--- config.mk ---
export PLATFORM = sky130hd
export DESIGN_NAME = dot_matrix_escape_code_parser_flat
export DESIGN_NICKNAME = d
export VERILOG_FILES = /design/src/dmp_pkg.sv /design/src/dmp_if.sv /design/src/dmp_front.sv /design/src/dmp_back.sv /design/src/dot_matrix_escape_code_parser.sv /design/src/flat_wrapper.sv
export SDC_FILE = /design/constraint.sdc
export NUM_CORES = 1
export LEC_CHECK = 0
export ABC_AREA = 1
export ABC_CLOCK_PERIOD_IN_PS = 9300
export BUFFER_PORTS_ARGS = -buffer_cell sky130_fd_sc_hd__buf_2
export CORE_ASPECT_RATIO = 0.75
export CORE_MARGIN = 1
export CORE_UTILIZATION = 30
export CTS_CLUSTER_DIAMETER = 40
export DETAILED_ROUTE_END_ITERATION = 12
export PLACE_DENSITY = 0.47
export RECOVER_POWER = 25
export SLEW_MARGIN = 20
export SYNTH_ARGS = -nofsm -noshare
export SYNTH_HDL_FRONTEND = slang
export SYNTH_HIERARCHICAL = 1
export SYNTH_SLANG_ARGS = --single-unit
--- constraint.sdc ---
create_clock -name clk -period 9.3 [get_ports clk]
set_clock_uncertainty 0.15 [all_clocks]
set_input_delay 0.465 -clock clk [delete_from_list [all_inputs] [get_ports clk]]
set_output_delay 0.465 -clock clk [all_outputs]
set_load 0.01 [all_outputs]
--- src/dmp_pkg.sv ---
package dmp_pkg;

	// Parser states; codes above the last member never occur in the register
	typedef enum logic [3:0] {
		PS_TEXT, PS_ESC, PS_UNDER, PS_EXPAND, PS_PROP, PS_SCRIPT, PS_MASTER,
		PS_FEED, PS_SPACE_A, PS_SPACE_3, PS_GN1, PS_GN2, PS_GDATA
	} pstate_t;

	// Byte classes seen in the text state
	typedef enum logic [2:0] {
		CL_PRINT, CL_ESC, CL_SI, CL_DC2, CL_FF, CL_CR, CL_LF, CL_EOL
	} bclass_t;

	typedef enum logic [2:0] {
		EV_CHAR, EV_FLUSH, EV_CR, EV_LF, EV_FF, EV_VF, EV_GFX
	} evkind_t;

	typedef enum logic [1:0] {GM_Z, GM_K, GM_LY} gmode_t;

	typedef enum logic [1:0] {BK_IDLE, BK_DIV, BK_EMIT} bstate_t;

	typedef enum logic {CFG_TOP_MARGIN, CFG_PAGE_LENGTH} cfg_idx_t;

	// Queue entry from front to back
	typedef struct packed {
		logic [7:0] data_byte;
		logic       frame_end;
		bclass_t    cls;
	} qitem_t;

	// Event record held by the back end until delivered
	typedef struct packed {
		evkind_t    kind;
		logic [6:0] ch;
		logic [7:0] pins;
		logic [2:0] dw;
		logic [6:0] style;
	} event_t;

	localparam logic [7:0] BYTE_ESC = 8'd27;
	localparam logic [7:0] BYTE_SI  = 8'd15;
	localparam logic [7:0] BYTE_DC2 = 8'd18;
	localparam logic [7:0] BYTE_FF  = 8'd12;
	localparam logic [7:0] BYTE_CR  = 8'd13;
	localparam logic [7:0] BYTE_LF  = 8'd10;
	localparam logic [7:0] BYTE_EOL = 8'd155;

	localparam int F_BOLD   = 0;
	localparam int F_UNDER  = 1;
	localparam int F_ITALIC = 2;
	localparam int F_COND   = 3;
	localparam int F_EXPAND = 4;
	localparam int F_ELITE  = 5;
	localparam int F_PROP   = 6;

	localparam logic [7:0] COLS_COND  = 8'd132;
	localparam logic [7:0] COLS_ELITE = 8'd96;
	localparam logic [7:0] COLS_PICA  = 8'd80;

	localparam logic [9:0]  LS_RESET = 10'd36;
	localparam logic [9:0]  TM_RESET = 10'd108;
	localparam logic [15:0] PL_RESET = 16'd2376;

	localparam int MAX_EVENTS = 3;

endpackage

--- src/dmp_if.sv ---
interface dmp_in_if;
	logic       valid;
	logic       ready;
	logic [7:0] data_byte;
	logic       frame_end;

	modport source(output valid, data_byte, frame_end, input ready);
	modport sink(input valid, data_byte, frame_end, output ready);
endinterface

interface dmp_out_if;
	logic        valid;
	logic        ready;
	logic [2:0]  event_kind;
	logic [6:0]  char_code;
	logic [7:0]  pin_bits;
	logic [2:0]  dot_width;
	logic [23:0] cursor_y;
	logic [6:0]  style_flags;
	logic [1:0]  script_mode;
	logic [9:0]  line_height_out;
	logic        last_event;

	modport source(output valid, event_kind, char_code, pin_bits, dot_width, cursor_y,
		style_flags, script_mode, line_height_out, last_event, input ready);
	modport sink(input valid, event_kind, char_code, pin_bits, dot_width, cursor_y,
		style_flags, script_mode, line_height_out, last_event, output ready);
endinterface

--- src/dmp_front.sv ---
module dmp_front (
	input  logic             clk,
	input  logic             arst_n,
	dmp_in_if.sink           in_ch,
	output dmp_pkg::qitem_t  head,
	output logic             head_valid,
	input  logic             pop
);

	dmp_pkg::qitem_t mem_q [2];
	logic            wr_ptr_q;
	logic            rd_ptr_q;
	logic [1:0]      cnt_q;
	logic            push;
	dmp_pkg::qitem_t item;

	// Classify the incoming byte
	always_comb begin
		item.data_byte = in_ch.data_byte;
		item.frame_end = in_ch.frame_end;
		case (in_ch.data_byte)
			dmp_pkg::BYTE_ESC: item.cls = dmp_pkg::CL_ESC;
			dmp_pkg::BYTE_SI:  item.cls = dmp_pkg::CL_SI;
			dmp_pkg::BYTE_DC2: item.cls = dmp_pkg::CL_DC2;
			dmp_pkg::BYTE_FF:  item.cls = dmp_pkg::CL_FF;
			dmp_pkg::BYTE_CR:  item.cls = dmp_pkg::CL_CR;
			dmp_pkg::BYTE_LF:  item.cls = dmp_pkg::CL_LF;
			dmp_pkg::BYTE_EOL: item.cls = dmp_pkg::CL_EOL;
			default:           item.cls = dmp_pkg::CL_PRINT;
		endcase
	end

	assign in_ch.ready = (cnt_q != 2'd2);
	assign push        = in_ch.valid && in_ch.ready;
	assign head        = mem_q[rd_ptr_q];
	assign head_valid  = (cnt_q != 2'd0);

	// Store items in arrival order
	always_ff @(posedge clk) begin
		if (push) begin
			mem_q[wr_ptr_q] <= item;
		end
	end

	// Advance pointers and fill count
	always_ff @(posedge clk or negedge arst_n) begin
		if (!arst_n) begin
			wr_ptr_q <= 1'b0;
			rd_ptr_q <= 1'b0;
			cnt_q    <= 2'd0;
		end else begin
			if (push) begin
				wr_ptr_q <= !wr_ptr_q;
			end
			if (pop) begin
				rd_ptr_q <= !rd_ptr_q;
			end
			cnt_q <= cnt_q + {1'b0, push} - {1'b0, pop};
		end
	end

endmodule

--- src/dmp_back.sv ---
module dmp_back #(
	parameter int CB = 24
) (
	input  logic             clk,
	input  logic             arst_n,
	input  logic [9:0]       top_margin,
	input  logic [15:0]      page_length,
	input  dmp_pkg::qitem_t  head,
	input  logic             head_valid,
	output logic             pop,
	dmp_out_if.source        out_ch
);

	localparam int          CW   = $clog2(CB + 1);
	localparam logic [CB-1:0] VMAX = '1;
	localparam logic [CB-1:0] YMAX = CB'(24'hFFFFFF);

	dmp_pkg::bstate_t st_q, st_d;
	dmp_pkg::pstate_t pst_q, pst_d;
	dmp_pkg::gmode_t  gmode_q, gmode_d;
	logic             skip_q, skip_d;
	logic [6:0]       style_q, style_d;
	logic [1:0]       script_q, script_d;
	logic [9:0]       ls_q, ls_d;
	logic [CB-1:0]    vy_q, vy_d, vy_old_q;
	logic [7:0]       cols_q, cols_d;
	logic [15:0]      grem_q, grem_d;
	dmp_pkg::event_t  ev_q [dmp_pkg::MAX_EVENTS];
	dmp_pkg::event_t  ev_d [dmp_pkg::MAX_EVENTS];
	logic [1:0]       n_q, n_d, idx_q;
	logic             ff_d;
	logic             load;
	logic             last_ev;

	logic [16:0]      rem_q, rem_nx;
	logic [CB-1:0]    dsh_q;
	logic [CW-1:0]    dcnt_q;
	logic [CB+1:0]    ffb_q, ff_t;
	logic [15:0]      pdiv;

	logic [CB:0]      sum_lf, sum_vf;
	logic [CB-1:0]    vy_lf, vy_vf;
	logic [7:0]       b;
	logic [6:0]       c7;
	logic             on;
	logic [7:0]       limit;

	logic             out_v_q;
	dmp_pkg::event_t  cur;
	logic [CB-1:0]    y_sel;
	logic [CB+23:0]   y_wide;

	function automatic dmp_pkg::event_t mk_ev(dmp_pkg::evkind_t k, logic [6:0] ch,
			logic [7:0] pins, logic [2:0] dw, logic [6:0] st);
		dmp_pkg::event_t e;
		e.kind  = k;
		e.ch    = ch;
		e.pins  = pins;
		e.dw    = dw;
		e.style = st;
		return e;
	endfunction

	assign b      = head.data_byte;
	assign c7     = b[6:0];
	assign on     = (b == "1") || (b == 8'd1);
	assign sum_lf = {1'b0, vy_q} + (CB+1)'(ls_q);
	assign vy_lf  = sum_lf[CB] ? VMAX : sum_lf[CB-1:0];
	assign sum_vf = {1'b0, vy_q} + (CB+1)'(b);
	assign vy_vf  = sum_vf[CB] ? VMAX : sum_vf[CB-1:0];
	assign pdiv   = (page_length == 16'd0) ? 16'd1 : page_length;

	// Decode the head item into new state and an event list
	always_comb begin
		pst_d    = pst_q;
		gmode_d  = gmode_q;
		skip_d   = skip_q;
		style_d  = style_q;
		script_d = script_q;
		ls_d     = ls_q;
		vy_d     = vy_q;
		cols_d   = cols_q;
		grem_d   = grem_q;
		ff_d     = 1'b0;
		n_d      = 2'd0;
		limit    = dmp_pkg::COLS_PICA;
		for (int i = 0; i < dmp_pkg::MAX_EVENTS; i++) begin
			ev_d[i] = '0;
		end
		if (skip_q) begin
			if (head.frame_end) begin
				skip_d = 1'b0;
			end
		end else begin
			case (pst_q)
				dmp_pkg::PS_ESC: begin
					pst_d = dmp_pkg::PS_TEXT;
					case (b)
						"K": begin gmode_d = dmp_pkg::GM_K; pst_d = dmp_pkg::PS_GN1; end
						"L", "Y": begin gmode_d = dmp_pkg::GM_LY; pst_d = dmp_pkg::PS_GN1; end
						"Z": begin gmode_d = dmp_pkg::GM_Z; pst_d = dmp_pkg::PS_GN1; end
						"A": pst_d = dmp_pkg::PS_SPACE_A;
						"3": pst_d = dmp_pkg::PS_SPACE_3;
						"J": pst_d = dmp_pkg::PS_FEED;
						"E", "G": style_d[dmp_pkg::F_BOLD] = 1'b1;
						"F", "H": style_d[dmp_pkg::F_BOLD] = 1'b0;
						"4": style_d[dmp_pkg::F_ITALIC] = 1'b1;
						"5": style_d[dmp_pkg::F_ITALIC] = 1'b0;
						"-": pst_d = dmp_pkg::PS_UNDER;
						"W": pst_d = dmp_pkg::PS_EXPAND;
						"M": style_d[dmp_pkg::F_ELITE] = 1'b1;
						"P": style_d[dmp_pkg::F_ELITE] = 1'b0;
						"p": pst_d = dmp_pkg::PS_PROP;
						"S": pst_d = dmp_pkg::PS_SCRIPT;
						"T": script_d = 2'd0;
						"!": pst_d = dmp_pkg::PS_MASTER;
						"0": ls_d = 10'd27;
						"1": ls_d = 10'd21;
						"2": ls_d = dmp_pkg::LS_RESET;
						default: ;
					endcase
				end
				dmp_pkg::PS_UNDER: begin
					style_d[dmp_pkg::F_UNDER] = on;
					pst_d = dmp_pkg::PS_TEXT;
				end
				dmp_pkg::PS_EXPAND: begin
					style_d[dmp_pkg::F_EXPAND] = on;
					pst_d = dmp_pkg::PS_TEXT;
				end
				dmp_pkg::PS_PROP: begin
					style_d[dmp_pkg::F_PROP] = on;
					pst_d = dmp_pkg::PS_TEXT;
				end
				dmp_pkg::PS_SCRIPT: begin
					script_d = (b == "0" || b == 8'd0) ? 2'd1 : 2'd2;
					pst_d = dmp_pkg::PS_TEXT;
				end
				dmp_pkg::PS_MASTER: begin
					style_d[dmp_pkg::F_BOLD]   = b[3] || b[4];
					style_d[dmp_pkg::F_UNDER]  = b[7];
					style_d[dmp_pkg::F_ITALIC] = b[6];
					style_d[dmp_pkg::F_COND]   = b[2];
					style_d[dmp_pkg::F_EXPAND] = b[5];
					style_d[dmp_pkg::F_ELITE]  = b[0];
					style_d[dmp_pkg::F_PROP]   = b[1];
					pst_d = dmp_pkg::PS_TEXT;
				end
				dmp_pkg::PS_FEED: begin
					vy_d = vy_vf;
					ev_d[0] = mk_ev(dmp_pkg::EV_VF, 7'd0, 8'd0, 3'd1, style_q);
					n_d = 2'd1;
					pst_d = dmp_pkg::PS_TEXT;
				end
				dmp_pkg::PS_SPACE_A: begin
					ls_d = {2'b00, b} + {1'b0, b, 1'b0};
					pst_d = dmp_pkg::PS_TEXT;
				end
				dmp_pkg::PS_SPACE_3: begin
					ls_d = {2'b00, b};
					pst_d = dmp_pkg::PS_TEXT;
				end
				dmp_pkg::PS_GN1: begin
					grem_d = {8'd0, b};
					pst_d = dmp_pkg::PS_GN2;
				end
				dmp_pkg::PS_GN2: begin
					grem_d = grem_q + {b, 8'd0};
					pst_d = (grem_d != 16'd0) ? dmp_pkg::PS_GDATA : dmp_pkg::PS_TEXT;
				end
				dmp_pkg::PS_GDATA: begin
					ev_d[0] = mk_ev(dmp_pkg::EV_GFX, 7'd0, b,
						(gmode_q == dmp_pkg::GM_K) ? 3'd4 :
						((gmode_q == dmp_pkg::GM_LY) ? 3'd2 : 3'd1), style_q);
					n_d = 2'd1;
					grem_d = (grem_q != 16'd0) ? grem_q - 16'd1 : 16'd0;
					if (grem_d == 16'd0) begin
						pst_d = dmp_pkg::PS_TEXT;
					end
				end
				default: begin
					pst_d = dmp_pkg::PS_TEXT;
					if (head.cls != dmp_pkg::CL_PRINT) begin
						// Control byte: flush a pending line first
						if (cols_q != 8'd0) begin
							ev_d[n_d] = mk_ev(dmp_pkg::EV_FLUSH, 7'd0, 8'd0, 3'd1, style_q);
							n_d = n_d + 2'd1;
						end
						cols_d = 8'd0;
						case (head.cls)
							dmp_pkg::CL_ESC: pst_d = dmp_pkg::PS_ESC;
							dmp_pkg::CL_SI:  style_d[dmp_pkg::F_COND] = 1'b1;
							dmp_pkg::CL_DC2: style_d[dmp_pkg::F_COND] = 1'b0;
							dmp_pkg::CL_FF: begin
								ff_d = 1'b1;
								ev_d[n_d] = mk_ev(dmp_pkg::EV_FF, 7'd0, 8'd0, 3'd1, style_q);
								n_d = n_d + 2'd1;
							end
							dmp_pkg::CL_CR: begin
								ev_d[n_d] = mk_ev(dmp_pkg::EV_CR, 7'd0, 8'd0, 3'd1, style_q);
								n_d = n_d + 2'd1;
							end
							dmp_pkg::CL_LF, dmp_pkg::CL_EOL: begin
								vy_d = vy_lf;
								ev_d[n_d] = mk_ev(dmp_pkg::EV_LF, 7'd0, 8'd0, 3'd1, style_q);
								n_d = n_d + 2'd1;
								if (head.cls == dmp_pkg::CL_EOL) begin
									skip_d = !head.frame_end;
								end
							end
							default: ;
						endcase
					end else begin
						// Printable byte, with wrap at the column limit
						if (b[7]) begin
							style_d[dmp_pkg::F_ITALIC] = 1'b1;
						end
						if (c7 != 7'd0) begin
							cols_d = cols_q + 8'd1;
							ev_d[0] = mk_ev(dmp_pkg::EV_CHAR,
								(c7 < 7'd32 || c7 == 7'h7F) ? 7'd32 : c7, 8'd0, 3'd1, style_d);
							n_d = 2'd1;
						end
						limit = style_d[dmp_pkg::F_COND] ? dmp_pkg::COLS_COND :
							(style_d[dmp_pkg::F_ELITE] ? dmp_pkg::COLS_ELITE : dmp_pkg::COLS_PICA);
						if (cols_d >= limit) begin
							cols_d = 8'd0;
							vy_d = vy_lf;
							ev_d[n_d] = mk_ev(dmp_pkg::EV_FLUSH, 7'd0, 8'd0, 3'd1, style_d);
							n_d = n_d + 2'd1;
							ev_d[n_d] = mk_ev(dmp_pkg::EV_LF, 7'd0, 8'd0, 3'd1, style_d);
							n_d = n_d + 2'd1;
						end
					end
				end
			endcase
		end
	end

	// Remainder step of the page-length division
	always_comb begin
		rem_nx = {rem_q[15:0], dsh_q[CB-1]};
		if (rem_nx >= {1'b0, pdiv}) begin
			rem_nx = rem_nx - {1'b0, pdiv};
		end
		ff_t = ffb_q - (CB+2)'(rem_nx);
	end

	assign last_ev = (idx_q == n_q - 2'd1);

	// Next state
	always_comb begin
		st_d = st_q;
		case (st_q)
			dmp_pkg::BK_IDLE: begin
				if (head_valid) begin
					if (ff_d) begin
						st_d = dmp_pkg::BK_DIV;
					end else if (n_d != 2'd0) begin
						st_d = dmp_pkg::BK_EMIT;
					end
				end
			end
			dmp_pkg::BK_DIV: begin
				if (dcnt_q == CW'(CB - 1)) begin
					st_d = dmp_pkg::BK_EMIT;
				end
			end
			dmp_pkg::BK_EMIT: begin
				if (load && last_ev) begin
					st_d = dmp_pkg::BK_IDLE;
				end
			end
			default: st_d = dmp_pkg::BK_IDLE;
		endcase
	end

	// Control outputs
	always_comb begin
		pop  = (st_q == dmp_pkg::BK_IDLE) && head_valid;
		load = (st_q == dmp_pkg::BK_EMIT) && (!out_v_q || out_ch.ready);
	end

	// Parser state and sequencing
	always_ff @(posedge clk or negedge arst_n) begin
		if (!arst_n) begin
			st_q     <= dmp_pkg::BK_IDLE;
			pst_q    <= dmp_pkg::PS_TEXT;
			gmode_q  <= dmp_pkg::GM_Z;
			skip_q   <= 1'b0;
			style_q  <= 7'd0;
			script_q <= 2'd0;
			ls_q     <= dmp_pkg::LS_RESET;
			vy_q     <= CB'(dmp_pkg::TM_RESET);
			cols_q   <= 8'd0;
			grem_q   <= 16'd0;
			n_q      <= 2'd0;
			idx_q    <= 2'd0;
			dcnt_q   <= '0;
			out_v_q  <= 1'b0;
		end else begin
			st_q <= st_d;
			if (pop) begin
				pst_q    <= pst_d;
				gmode_q  <= gmode_d;
				skip_q   <= skip_d;
				style_q  <= style_d;
				script_q <= script_d;
				ls_q     <= ls_d;
				vy_q     <= vy_d;
				cols_q   <= cols_d;
				grem_q   <= grem_d;
				n_q      <= n_d;
				idx_q    <= 2'd0;
				dcnt_q   <= '0;
			end
			if (st_q == dmp_pkg::BK_DIV) begin
				dcnt_q <= dcnt_q + CW'(1);
				if (dcnt_q == CW'(CB - 1)) begin
					vy_q <= (ff_t > (CB+2)'(VMAX)) ? VMAX : ff_t[CB-1:0];
				end
			end
			if (load) begin
				idx_q <= idx_q + 2'd1;
			end
			if (load) begin
				out_v_q <= 1'b1;
			end else if (out_ch.ready) begin
				out_v_q <= 1'b0;
			end
		end
	end

	// Event list, divider datapath and old cursor
	always_ff @(posedge clk) begin
		if (pop) begin
			ev_q     <= ev_d;
			vy_old_q <= vy_q;
			rem_q    <= 17'd0;
			dsh_q    <= vy_q;
			ffb_q    <= {2'b00, vy_q} + (CB+2)'(pdiv) + (CB+2)'(top_margin);
		end else if (st_q == dmp_pkg::BK_DIV) begin
			rem_q <= rem_nx;
			dsh_q <= {dsh_q[CB-2:0], 1'b0};
		end
	end

	assign cur    = ev_q[idx_q];
	assign y_sel  = (cur.kind == dmp_pkg::EV_LF || cur.kind == dmp_pkg::EV_FF ||
		cur.kind == dmp_pkg::EV_VF) ? vy_q : vy_old_q;
	assign y_wide = {24'd0, y_sel};

	// Output register
	always_ff @(posedge clk) begin
		if (load) begin
			out_ch.event_kind      <= cur.kind;
			out_ch.char_code       <= cur.ch;
			out_ch.pin_bits        <= cur.pins;
			out_ch.dot_width       <= cur.dw;
			out_ch.style_flags     <= cur.style;
			out_ch.cursor_y        <= (y_sel > YMAX) ? 24'hFFFFFF : y_wide[23:0];
			out_ch.script_mode     <= script_q;
			out_ch.line_height_out <= ls_q;
			out_ch.last_event      <= last_ev;
		end
	end

	assign out_ch.valid = out_v_q;

endmodule

--- src/dot_matrix_escape_code_parser.sv ---
// Escape-code parser for a dot-matrix print stream. Bytes enter through a
// two-entry queue and are decoded one at a time; each byte yields zero to
// three events, delivered one per cycle through an output register while
// the output is not stalled. The events of a byte are held in an event list
// and loaded into the output register in order; the back end takes no new
// byte until the last event of the current byte has been loaded. A form feed
// first runs a bit-serial remainder by page length over the CURSOR_BITS bits
// of the cursor. Configuration writes take effect at once and must be made
// while the parser is idle.
module dot_matrix_escape_code_parser #(
	parameter int CURSOR_BITS = 24
) (
	input  logic        clk,
	input  logic        arst_n,
	dmp_in_if.sink      in_ch,
	dmp_out_if.source   out_ch,
	input  logic        cfg_we,
	input  logic        cfg_idx,
	input  logic [15:0] cfg_data
);

	logic [9:0]      tm_q;
	logic [15:0]     pl_q;
	dmp_pkg::qitem_t head;
	logic            head_valid;
	logic            pop;

	// Hold configuration registers
	always_ff @(posedge clk or negedge arst_n) begin
		if (!arst_n) begin
			tm_q <= dmp_pkg::TM_RESET;
			pl_q <= dmp_pkg::PL_RESET;
		end else if (cfg_we) begin
			if (cfg_idx == dmp_pkg::CFG_TOP_MARGIN) begin
				tm_q <= cfg_data[9:0];
			end else begin
				pl_q <= cfg_data;
			end
		end
	end

	dmp_front u_front (
		.clk        (clk),
		.arst_n     (arst_n),
		.in_ch      (in_ch),
		.head       (head),
		.head_valid (head_valid),
		.pop        (pop)
	);

	dmp_back #(
		.CB (CURSOR_BITS)
	) u_back (
		.clk         (clk),
		.arst_n      (arst_n),
		.top_margin  (tm_q),
		.page_length (pl_q),
		.head        (head),
		.head_valid  (head_valid),
		.pop         (pop),
		.out_ch      (out_ch)
	);

endmodule

--- src/flat_wrapper.sv ---
// flat-port wrapper written by rule: the top's interface ports become plain ports
module dot_matrix_escape_code_parser_flat 
#(
	parameter int CURSOR_BITS = 24
)
  (clk, arst_n, cfg_we, cfg_idx, cfg_data, in_ch_valid, in_ch_data_byte, in_ch_frame_end, in_ch_ready, out_ch_valid, out_ch_event_kind, out_ch_char_code, out_ch_pin_bits, out_ch_dot_width, out_ch_cursor_y, out_ch_style_flags, out_ch_script_mode, out_ch_line_height_out, out_ch_last_event, out_ch_ready);
  dmp_in_if in_ch_i ();
  dmp_out_if out_ch_i ();
  input  logic clk;
  input  logic arst_n;
  input  logic cfg_we;
  input  logic cfg_idx;
  input  logic [15:0] cfg_data;
  input wire logic [$bits(in_ch_i.valid)-1:0] in_ch_valid;
  input wire logic [$bits(in_ch_i.data_byte)-1:0] in_ch_data_byte;
  input wire logic [$bits(in_ch_i.frame_end)-1:0] in_ch_frame_end;
  output wire logic [$bits(in_ch_i.ready)-1:0] in_ch_ready;
  output wire logic [$bits(out_ch_i.valid)-1:0] out_ch_valid;
  output wire logic [$bits(out_ch_i.event_kind)-1:0] out_ch_event_kind;
  output wire logic [$bits(out_ch_i.char_code)-1:0] out_ch_char_code;
  output wire logic [$bits(out_ch_i.pin_bits)-1:0] out_ch_pin_bits;
  output wire logic [$bits(out_ch_i.dot_width)-1:0] out_ch_dot_width;
  output wire logic [$bits(out_ch_i.cursor_y)-1:0] out_ch_cursor_y;
  output wire logic [$bits(out_ch_i.style_flags)-1:0] out_ch_style_flags;
  output wire logic [$bits(out_ch_i.script_mode)-1:0] out_ch_script_mode;
  output wire logic [$bits(out_ch_i.line_height_out)-1:0] out_ch_line_height_out;
  output wire logic [$bits(out_ch_i.last_event)-1:0] out_ch_last_event;
  input wire logic [$bits(out_ch_i.ready)-1:0] out_ch_ready;
  assign in_ch_i.valid = in_ch_valid;
  assign in_ch_i.data_byte = in_ch_data_byte;
  assign in_ch_i.frame_end = in_ch_frame_end;
  assign in_ch_ready = in_ch_i.ready;
  assign out_ch_valid = out_ch_i.valid;
  assign out_ch_event_kind = out_ch_i.event_kind;
  assign out_ch_char_code = out_ch_i.char_code;
  assign out_ch_pin_bits = out_ch_i.pin_bits;
  assign out_ch_dot_width = out_ch_i.dot_width;
  assign out_ch_cursor_y = out_ch_i.cursor_y;
  assign out_ch_style_flags = out_ch_i.style_flags;
  assign out_ch_script_mode = out_ch_i.script_mode;
  assign out_ch_line_height_out = out_ch_i.line_height_out;
  assign out_ch_last_event = out_ch_i.last_event;
  assign out_ch_i.ready = out_ch_ready;
  dot_matrix_escape_code_parser #(.CURSOR_BITS(CURSOR_BITS)) u_core (.clk(clk), .arst_n(arst_n), .in_ch(in_ch_i), .out_ch(out_ch_i), .cfg_we(cfg_we), .cfg_idx(cfg_idx), .cfg_data(cfg_data));
endmodule
## Word-level counts from Yosys, hierarchy flattened

Memories as Yosys holds them, arrays and structs flattened.
Index checks and enable logic that the tools add are counted.

| word-level totals | value |
|---|---|
| output and inout bits | 67 |
| register bits | 355 |
| memories | 1 |
| word-level logic and storage cells | 360 |
| input port bits | 31 |
| bits in writable memories | 24 |

Memory list:

| memory | depth | width | rd ports | clocked after Yosys merged registers in | wr ports | line | source |
|---|---|---|---|---|---|---|---|
| u_core.u_front.mem_q | 2 | 12 | 1 | 0 | 1 | dmp_front.sv:10 | `dmp_pkg::qitem_t mem_q [2];` |

| cells by class | value |
|---|---|
| bitwise logic cells | 9 |
| multiplexer cells | 122 |
| add/sub/neg operators | 18 |
| reductions and logical operators | 72 |
| eq/ne operators | 73 |
| $lt $le $gt $ge | 12 |

Operators by type and width:

| kind | count |
|---|---|
| 84-bit bitwise mux | 5 |
| 24-bit two-way mux | 13 |
| 28-bit two-way mux | 11 |
| 84-bit one-hot mux with 3 select lines | 1 |
| 28-bit demux with 2-bit select | 3 |
| 84-bit two-way mux | 2 |
| 8-bit by 7-bit == test with 1-bit output, second input constant | 16 |
| 28-bit one-hot mux with 3 select lines | 1 |
| 8-bit by 6-bit == test with 1-bit output, second input constant | 8 |
| 10-bit one-hot mux with 3 select lines | 2 |
| 28-bit binary-select mux with 2-bit select | 1 |
| 8-bit two-way mux | 7 |
| 16-bit one-hot mux with 3 select lines | 1 |
| 24-bit one-hot mux with 2 select lines | 1 |
| 2-bit two-way mux | 20 |
| 4-bit one-hot mux with 9 select lines | 1 |
| 8-bit by 4-bit == test with 1-bit output, second input constant | 4 |
| 16-bit logical NOT | 2 |
| 16-bit two-way mux | 2 |
| 16-bit nonzero test | 2 |
| 25-bit by 10-bit adder with 26-bit output | 1 |
| 26-bit by 24-bit greater-than comparator with 1-bit output, second input constant | 1 |
| 26-bit two-way mux | 1 |
| 26-bit by 17-bit subtractor with 26-bit output | 1 |
| other kinds (75) | 199 |

## Longest topological paths before layout

Gate-level depths: netlist of the first run.
An unclocked memory read counts as a cell.

| depth | value |
|---|---|
| depth in word-level cells | 17 |
| mapped depth | 35 |
| gate-level depth less buffers | 32 |

## By module

The synthesis of the first run kept the hierarchy.

Modules (own cells, without submodules):

| module | sequential area each (µm²) | area each (µm²) | instances | cells each |
|---|---|---|---|---|
| dmp_back | 8035.2 | 19570.0 | 1 | 2482 |
| dmp_front | 820.8 | 1280.0 | 1 | 100 |
| dot_matrix_escape_code_parser | 660.6 | 1078.5 | 1 | 114 |

## Worst setup path before layout of the first run

OpenSTA, ideal clock, no wires.

| timing | value |
|---|---|
| path kind | register to register |
| start point | register u_core.u_back.st_q[1] |
| end point | register u_core.u_back.ls_q[0] |
| clock period less this slack | 7546 ps |
| cell stages (with the launch flop) | 13 |
| path slack | 1754 ps |
| arrival | 7314 ps |
| buffers on the path | 1 |
| required time | 9068 ps |
| library setup time | 82 ps |
| cell sequence | dfrtp_1 -> nor2_1 -> inv_1 -> nor2_1 -> clkinv_1 -> nor2_1 -> inv_1 -> a21oi_1 -> nand2_1 -> inv_1 -> clkbuf_1 -> nor2_1 -> a31oi_1 |

| on the way | value |
|---|---|
| cells in the longest elaborated chain, start to end | 3 |

RTL lines:

| item | line | source |
|---|---|---|
| start, declared | dmp_back.sv:18 | `dmp_pkg::bstate_t st_q, st_d;` |
| start signal, assigned | dmp_back.sv:287 | `st_q <= dmp_pkg::BK_IDLE;` |
| start signal, assigned | dmp_back.sv:302 | `st_q <= st_d;` |
| 2-bit logical NOT | dmp_back.sv:280 | `pop = (st_q == dmp_pkg::BK_IDLE) && head_valid;` |
| 1-bit logical AND | dmp_back.sv:280 |  |
| via u_core.pop | dot_matrix_escape_code_parser.sv:26 | `logic pop;` |
| 4-bit AND reduction (no line) | -- |  |
| end signal, assigned | dmp_back.sv:293 | `ls_q <= dmp_pkg::LS_RESET;` |
| end signal, assigned | dmp_back.sv:309 | `ls_q <= ls_d;` |
| end, declared | dmp_back.sv:24 | `logic [9:0] ls_q, ls_d;` |

The timed path passes the listed nets, and every way through them passes these cells.
A chain may end at the register's enable or synchronous reset.

==> results of run 1 <==
[sequential cells by signal, indices dropped and copies added (netlist names), 16 cells and up]
name                           cells
u_core/u_back/dsh_q               24
u_core/u_back/ffb_q               25
u_core/u_back/vy_old_q            24
u_core/u_front/mem_q              24
u_core/u_back/grem_q              16
u_core/pl_q                       16
u_core/u_back/out_ch.cursor_y     24
u_core/u_back/rem_q               16
u_core/u_back/vy_q                24
u_core/u_back/ev_q                47
[area by class of cell]
type	instances	share of cell area, %
inverters	329	4.88
clock buffers	62	5.62
well taps	957	4.73
clock inverters	41	1.63
flip-flops and latches	341	37.6
multi-input cells	1942	42.4
repair buffers	139	3.16
[per-stage QoR]
stage	area [um^2]	hold WS [ns]	std cells	setup slack [ns]
2_1_floorplan	21900	0.0194	2696	1.75
3_3_place_gp	23300	0.245	3683	3.48
3_5_place_dp	23300	0.245	3683	3.35
4_1_cts	25400	0.0143	3811	3.35
5_1_grt	25300	0.0526	3811	2.86
6_report	25300	0.0566	3811	3.34
[power groups by stage]
stage / combinational, mW / sequential [mW] / clock (mW)
6_report: 3.87 / 2.87 / 2.02
5_1_grt: 4.32 / 2.94 / 2.14
4_1_cts: 3.90 / 2.88 / 2.07
3_5_place_dp: 3.88 / 2.90 / 0
3_3_place_gp: 3.87 / 2.89 / 0
2_1_floorplan: 2.58 / 2.81 / 0
[layer usage]
| layer | vias up | part of all wire (%) |
|---|---|---|
| met5 | - | 0 |
| met2 | 635 | 37 |
| met4 | 0 | 1.5 |
| met1 | 8854 | 55 |
| li1 | 9278 | - |
| met3 | 72 | 6.7 |
[cells by family (layout without fill, tap and decap cells)]
family          after synthesis  in the layout
simple gates               1255           1255
compound gates              468            468
buf+inv                     413            571
flops                       341            341
fa+ha+maj                   121            121
xor+xnor                     85             85
mux                          13             13
[timing repair]
| action | 4_1_cts | 5_1_grt |
|---|---|---|
| hold buffers | 25 | 0 |
| buffers inserted | 0 | 0 |
| hold endpoints to repair | 57 | 0 |
[final timing paths]
check | start | end | slack (ns) | cells past startpoint
setup / recovery | u_core/u_front/rd_ptr_q$_DFFE_PN0P_ | u_core/u_back/vy_q[10]$_DFF_PN0_ | 3.34 | 24
hold / removal | cfg_data[15] | u_core/pl_q[15]$_DFFE_PN0P_ | 0.06 | 3
setup reg to reg | u_core/u_front/rd_ptr_q$_DFFE_PN0P_ | u_core/u_back/vy_q[10]$_DFF_PN0_ | 3.34 | 24
hold reg to reg | u_core/u_back/script_q[1]$_DFFE_PN0P_ | u_core/u_back/out_ch.script_mode[1]$_DFFE_PP_ | 0.30 | 0
max in group asynchronous | arst_n | u_core/pl_q[14]$_DFFE_PN0P_ | 4.95 | 4
min in group asynchronous | arst_n | u_core/u_back/vy_q[13]$_DFF_PN0_ | 0.57 | 2
[Yosys cell counts, types with 6 or more instances]
master	n	area, um^2
o21a_1	9	67.6
a21o_1	7	52.6
nand2_2	23	144
nor2_1	273	1020
o31ai_1	9	67.6
nand4_1	33	206
nand3b_1	6	45.0
a221oi_1	6	52.6
buf_6	8	90.1
nand3_1	184	921
a21oi_1	115	576
clkbuf_1	60	225
inv_1	308	1160
nand2_4	7	78.8
dfxtp_1	16	320
fa_1	17	340
a211oi_1	9	67.6
dfstp_2	14	368
clkinv_1	10	37.5
o22ai_1	13	81.3
xnor2_1	28	245
or2_2	7	43.8
buf_2	6	30.0
o21ai_0	216	1080
inv_2	11	41.3
nor3_1	36	180
nor2_2	16	100
ha_1	104	1300
o211ai_1	17	128
edfxtp_1	209	6280
nor4_1	13	81.3
o2111ai_1	6	52.6
nand3_2	11	110
nand2_1	631	2370
dfrtp_1	102	2550
xor2_1	57	499
mux2_4	9	135
a31oi_1	15	93.8
[critical path: cells and delay by family, from the launching register on]
| family | cells | cell delay (ns) |
|---|---|---|
| simple gates | 11 | 2.13 |
| buf+inv | 3 | 0.66 |
| fa+ha+maj | 2 | 0.62 |
| compound gates | 6 | 0.73 |
| xor+xnor | 1 | 0.20 |
| mux | 1 | 0.53 |
| flops | 1 | 0.75 |
==> summary.md, run 1 <==
| Metric | Value |
|---|---|
| Status | `finished, violations left` |
| CTS Sinks | `341` |
| Worst hold path type | `input pin to flop` |
| P_leak | `11.1 nW` |
| Die Y | `236 um` |
| Flop pwr share | `32.8%` |
| Combinational family with the most area after synthesis | `simple AND/OR/NAND/NOR gates` |
| Total negative setup slack | `0 ns` |
| Initial detailed-routing violation count | `1807` |
| Worst Path Class, Setup | `flop to flop` |
| Req. time, crit path | `9.62 ns` |
| # setup viols final | `0` |
| Startpoint types | `flop` |
| Synth Instances | `2696` |
| CP most frequent cell | `nand2_1` |
| Largest net degree at the start of global routing | `69` |
| Register area | `9520 um^2` |
| Vias | `18800` |
| Fmax | `0.168 GHz` |
| Synthesized Nets | `2848` |
| CP max stage delay | `0.75 ns` |
| Critical path, cell by cell | `mux2_2 -> inv_1 -> ha_1 -> nand2_1 -> inv_1 -> nand3_1 -> nand4_1 -> nor2_1 -> nand3_1 -> xor2_1 -> ha_1 -> a21oi_1 -> o21ai_0 -> a21oi_1 -> nand2_1 -> nand2_1 -> nand2_1 -> buf_4 -> nand2_1 -> nand3_1 -> nand2_1 -> a21oi_1 -> a21oi_1 -> a21oi_2` |
| Multiplexer share of the synthesized area | `0.816%` |
| Switching share of power | `44.8%` |
| Fillers | `7517` |
| Synth cell types | `71` |
| Total Power | `8.76 mW` |
| Adder-Cell Fraction of Synth Area | `7.49%` |
| Max H-tree Level | `2` |
| Post-synthesis sequential element count | `341` |
| Post-synth ARST share | `34.0%` |
| Die Width | `314 um` |
| Syn. warnings | `6` |
| CTS Buffer Depth | `3` |
| Core ar. | `72000 um^2` |
| EDFF count, synth | `209` |
| Final Util | `35.2%` |
| Comb pwr share | `44.2%` |
| Most frequent cells in the layout | `633 x nand2_1, 308 x inv_1, 271 x nor2_1, 215 x o21ai_0, 209 x edfxtp_1` |
| CTS root buffer | `clkbuf_16` |
| Cts repair resizes | `0` |
| Max Cap Viol | `1` |
| Via density | `4.94` |
| Post-DP HPWL | `55100 um` |
| Slew @ Worst Pin | `2.47 ns` |
| Worst Path Max Fanout | `29` |
| Sequential area share after synthesis | `43.4%` |
| Global routing usage on met2 | `24.6%` |
| Multi-input combinational cell area | `10700 um^2` |
| First-pass GRT wire length | `110000 um` |
| Sw power | `3.93 mW` |
| Violated checks | `max-capacitance violations, max-slew violations` |
| Primary FF master, synth | `edfxtp_1` |
| Internal power | `4.83 mW` |
| Post-DRT Antenna Nets | `0` |
| Placer Congestion | `0.904` |
| Initial Utilization | `30.5%` |
| Most common cell after layout, fill and taps aside | `nand2_1` |
| Vias in the first global route | `17700` |
| Layout cells sized above 1 | `9.67%` |
| Fin crit share | `64.0%` |
| GRT overflow | `0` |
| Post-synthesis compound-gate area fraction | `12.3%` |
| Die area | `74200 um^2` |
| GRT busiest layer | `met1` |
| Worst Setup End Kind | `flop` |
| N_diodes | `0` |
| Row count | `85` |
| Layout Nets | `2960` |
| Critical Path AT | `6.28 ns` |
| PD cells | `346 nW/um^2` |
| Clock slew at reported path FFs | `0.06 ns` |
| Avg Inst Size Synth | `8.13 um^2` |
| Ports | `98` |
| RSZ-0062 raised after global routing | `false` |
| CTS Buf Count | `55` |
| GRT Total Usage | `19.2%` |
| Post-Synth XOR/XNOR Area | `3.39%` |
| Initial antenna violation count | `1` |
| Drt total wl | `71800 um` |
| Simple-gate portion of the synthesized area | `25.0%` |
| Slew Limit Fails | `43` |
| Slowest-stage cell, CP | `dfrtp_1` |
| Routed len/inst | `18.9 um` |
| Final Hold Fails | `0` |
| Clk Latency, worst-skew pair | `0.62 ns` |
| TritonCTS clock tree | `done` |
| DR pass1 iterations | `6` |
| IO buf count | `97` |
| Residual DRC | `0` |
| Max transition margin | `-64.9%` |
| Netlist Area Pre-Place | `21900 um^2` |
| VDD IR max | `0.153 mV` |
| Grt met1 use | `32.3%` |
| Layout area overhead | `15.5%` |
| Clock power frac | `23.0%` |
| Fin crit period | `5.96 ns` |
| Met3 Track Usage GR | `3.08%` |
Power figures use the tool's default switching activity.
==> inputs of run 2 (changes only) <==
ABC_CLOCK_PERIOD_IN_PS = 4800   (was 9300)
PLACE_DENSITY = 0.48   (was 0.47)
clock period = 4.8 ns   (was 9.3 ns; I/O delays follow)
==> run 2 against run 1 <==
- the flow still finishes with violations (max-capacitance violations, max-slew violations)
- die area unchanged
- count of clock-buffer cells in the layout increased by 6
- total power increased by 100%
- sequential power increased by 91%
- sequential cell count unchanged
- routed wire length increased by 0.18%
- first-iteration DRC count decreased by 2.4%
- non-clock buffer count increased by 100
- utilization increased by 1.7 points
- sequential share of layout area decreased by 1.7 points
- final area increased by 4.9%
- combinational power increased by 110%
- critical path type unchanged
- critical endpoint is now u_core/u_back/vy_q[11]$_DFF_PN0_
- largest cell class unchanged
- largest power group unchanged
- highest routed layer unchanged
==> summary.md, run 2 (same netlist as run 1, synthesis figures left out) <==
| Metric | Value |
|---|---|
| Status | `finished, violations left` |
| Violated checks | `max-capacitance violations, max-slew violations` |
| Post-DP HPWL | `55300 um (+0.41%)` |
| Core ar. | `72000 um^2 (unchanged)` |
| Total negative setup slack | `0 ns (unchanged)` |
| Initial antenna violation count | `1 (unchanged)` |
| Hold Path Depth | `3 (unchanged)` |
| Routed len/inst | `18.4 um (-2.6%)` |
| Max transition margin | `-128% (-63 points)` |
| Die area | `74200 um^2 (unchanged)` |
| Flop pwr share | `30.6% (-2.2 points)` |
| Req. time, crit path | `5.16 ns (-4.46 ns)` |
| Initial Utilization | `30.5% (unchanged)` |
| Number of flip-flops in the largest register | `47 (unchanged)` |
| Startpoint types | `flop` |
| Clk Latency, worst-skew pair | `0.64 ns (+0.02 ns)` |
| Fin crit period | `4.51 ns (-1.45 ns)` |
| DR pass1 iterations | `6 (unchanged)` |
| Switching share of power | `44.1% (-0.77 points)` |
| Reg2Reg Depth | `29 (+21%)` |
| CTS Buf Count | `59 (+7.3%)` |
| Layout area overhead | `21.1%` |
| DP Cell Count | `3762 (+2.1%)` |
| Slew Limit Fails | `55 (+28%)` |
| Slew @ Worst Pin | `3.42 ns (+0.949 ns)` |
| Residual DRC | `0 (unchanged)` |
| Fin crit share | `94.0% (+30 points)` |
| Final std cells w/o fill | `3920 (+2.9%)` |
| Row count | `85 (unchanged)` |
| Sw power | `7.88 mW (+100%)` |
| Ports | `98 (unchanged)` |
| CP max stage delay | `0.42 ns (-0.33 ns)` |
| Fmax | `0.222 GHz (+32%)` |
| Critical Path AT | `4.87 ns (-1.41 ns)` |
| Initial detailed-routing violation count | `1763 (-2.4%)` |
| GRT Total Usage | `19.2% (-0.087 points)` |
| Hold Path Origin | `out_ch_ready` |
| Final Hold Fails | `0 (unchanged)` |
| CTS Sinks | `341 (unchanged)` |
| Die Y | `236 um (unchanged)` |
| Via density | `4.95 (+0.13%)` |
| First-pass GRT wire length | `110000 um (+0.35%)` |
| CTS Buffer Depth | `3 (unchanged)` |
| Worst reg2reg setup slack | `0.29 ns (-3.05 ns)` |
| Vias in the first global route | `18400 (+4.1%)` |
| PD cells | `674 nW/um^2 (+95%)` |
| # setup viols final | `0 (unchanged)` |
| Hold EP | `u_core/u_back/out_ch.valid$_DFFE_PN0P_` |
| Internal power | `10.0 mW (+110%)` |
| Largest Register | `u_core/u_back/ev_q` |
| Top flop regs | `u_core/u_back/ev_q (47), u_core/u_back/ffb_q (25)` |
| Post-DRT Antenna Nets | `0 (unchanged)` |
| Most common cell after layout, fill and taps aside | `nand2_1` |
| Comb pwr share | `45.7% (+1.5 points)` |
| Worst Path Max Fanout | `5 (-83%)` |
| Die Width | `314 um (unchanged)` |
| Placer Congestion | `0.919 (+1.6%)` |
| GRT overflow | `0 (unchanged)` |
| Max H-tree Level | `2 (unchanged)` |
| Most frequent cells in the layout | `627 x nand2_1, 304 x inv_1, 266 x nor2_1, 209 x edfxtp_1, 206 x o21ai_0` |
| Worst Setup End Kind | `flop` |
| Worst r2r src | `u_core/pl_q[14]$_DFFE_PN0P_` |
| Max Cap Viol | `1 (unchanged)` |
| N_diodes | `0 (unchanged)` |
| Largest net degree at the start of global routing | `102 (+48%)` |
| Vias | `19400 (+3.0%)` |
| Worst hold path type | `input pin to flop` |
| Slowest-stage cell, CP | `fa_2` |
| Layout Nets | `3065 (+3.5%)` |
| CTS root buffer | `clkbuf_16` |
| Clock power frac | `23.7% (+0.7 points)` |
| Clock slew at reported path FFs | `0.06 ns (about the same)` |
| Layout cells sized above 1 | `14.3% (+4.6 points)` |
| VDD IR max | `0.422 mV (+180%)` |
| P_leak | `11.7 nW (+5.6%)` |
| Worst Path Class, Setup | `flop to flop` |
| TritonCTS clock tree | `done` |
| Drt total wl | `72000 um (+0.18%)` |
| IO buf count | `97 (unchanged)` |
| R2r endpoint | `u_core/u_back/vy_q[11]$_DFF_PN0_` |
run 2: cell types whose count changed in the layout (fill, tap and decap cells not counted), moves of 9 or more:
cell | previous run | this run
buf_4 | 16 | 96
buf_2 | 50 | 65
dlygate4sd3_1 | 25 | 38
clkbuf_1 | 53 | 43
o21ai_0 | 215 | 206
run 2: metal layers:
layer / vias up / share of wire, % / GRT usage (%)
met2: 632 / 39 / 25.5
met1: 9202 / 54 / 31.4
met5: - / 0 / 0
met4: 0 / 1.5 / 4.36
li1: 9495 / - / -
met3: 74 / 6.2 / 2.79
run 2: power groups by stage:
| stage | Sequential (mW) | Clock [mW] | Combinational (mW) |
|---|---|---|---|
| after floorplan | 5.38 | 0 | 5.01 |
| after global placement | 5.51 | 0 | 7.92 |
| after detailed placement | 5.52 | 0 | 7.95 |
| after CTS | 5.48 | 4.35 | 8.03 |
| after global routing | 5.60 | 4.47 | 9.07 |
| final | 5.48 | 4.24 | 8.17 |
run 2: worst max path at each step:
stage / start / endpoint / slack [ns] / cells past startpoint
floorplan: u_core/pl_q[8]$_DFFE_PN1P_ / u_core/u_back/vy_q[19]$_DFF_PN0_ / 0.27 / 33
global placement: u_core/pl_q[13]$_DFFE_PN0P_ / u_core/u_back/vy_q[11]$_DFF_PN0_ / -0.07 / 26
detailed placement: u_core/pl_q[13]$_DFFE_PN0P_ / u_core/u_back/vy_q[23]$_DFF_PN0_ / -0.16 / 25
CTS: u_core/pl_q[13]$_DFFE_PN0P_ / u_core/u_back/vy_q[17]$_DFF_PN0_ / 0.06 / 31
global route: u_core/pl_q[14]$_DFFE_PN0P_ / u_core/u_back/vy_q[11]$_DFF_PN0_ / -0.004 / 33
finish: u_core/pl_q[14]$_DFFE_PN0P_ / u_core/u_back/vy_q[11]$_DFF_PN0_ / 0.29 / 29
run 2: critical path, delay by kind of cell (launching register included):
| family | cells | cell delay, ns |
|---|---|---|
| buffers and inverters | 6 | 0.64 |
| DFF | 1 | 0.38 |
| AOI/OAI and AO/OA | 2 | 0.38 |
| and+or+nand+nor | 17 | 1.75 |
| xor gates and xnor gates | 1 | 0.15 |
| adders and majority gates | 3 | 0.91 |
run 2: layout make-up:
class / count / area, um^2
tap: 957 / 1200
sequential: 341 / 9520
inverter: 329 / 1230
multi-input combinational: 1943 / 10900
clock inverter: 43 / 502
timing repair buffer: 239 / 1630
clock buffer: 68 / 1530
fill: 7428 / 45400
run 2: repair_timing:
item / in CTS / in global routing
hold buffers: 38 / 0
setup endpoints to repair: 23 / 27
pin swaps: 0 / 16
resized for setup: 4 / 50
gates cloned: 0 / 1
endpoints found under the hold margin: 100 / 0
setup buffers: 0 / 8
run 2: through the flow:
stage	setup slack (ns)	total power, mW	hold slack [ns]	utilization (%)	area (um^2)
2_1_floorplan	0.267	10.4	-0.206	-	21900
3_3_place_gp	-0.0749	13.4	0.221	33.2	23900
3_5_place_dp	-0.159	13.5	0.222	33.2	23900
4_1_cts	0.0578	17.9	0.0786	36.6	26400
5_1_grt	-0.00431	19.1	0.225	36.9	26600
6_report	0.290	17.9	0.211	36.9	26600
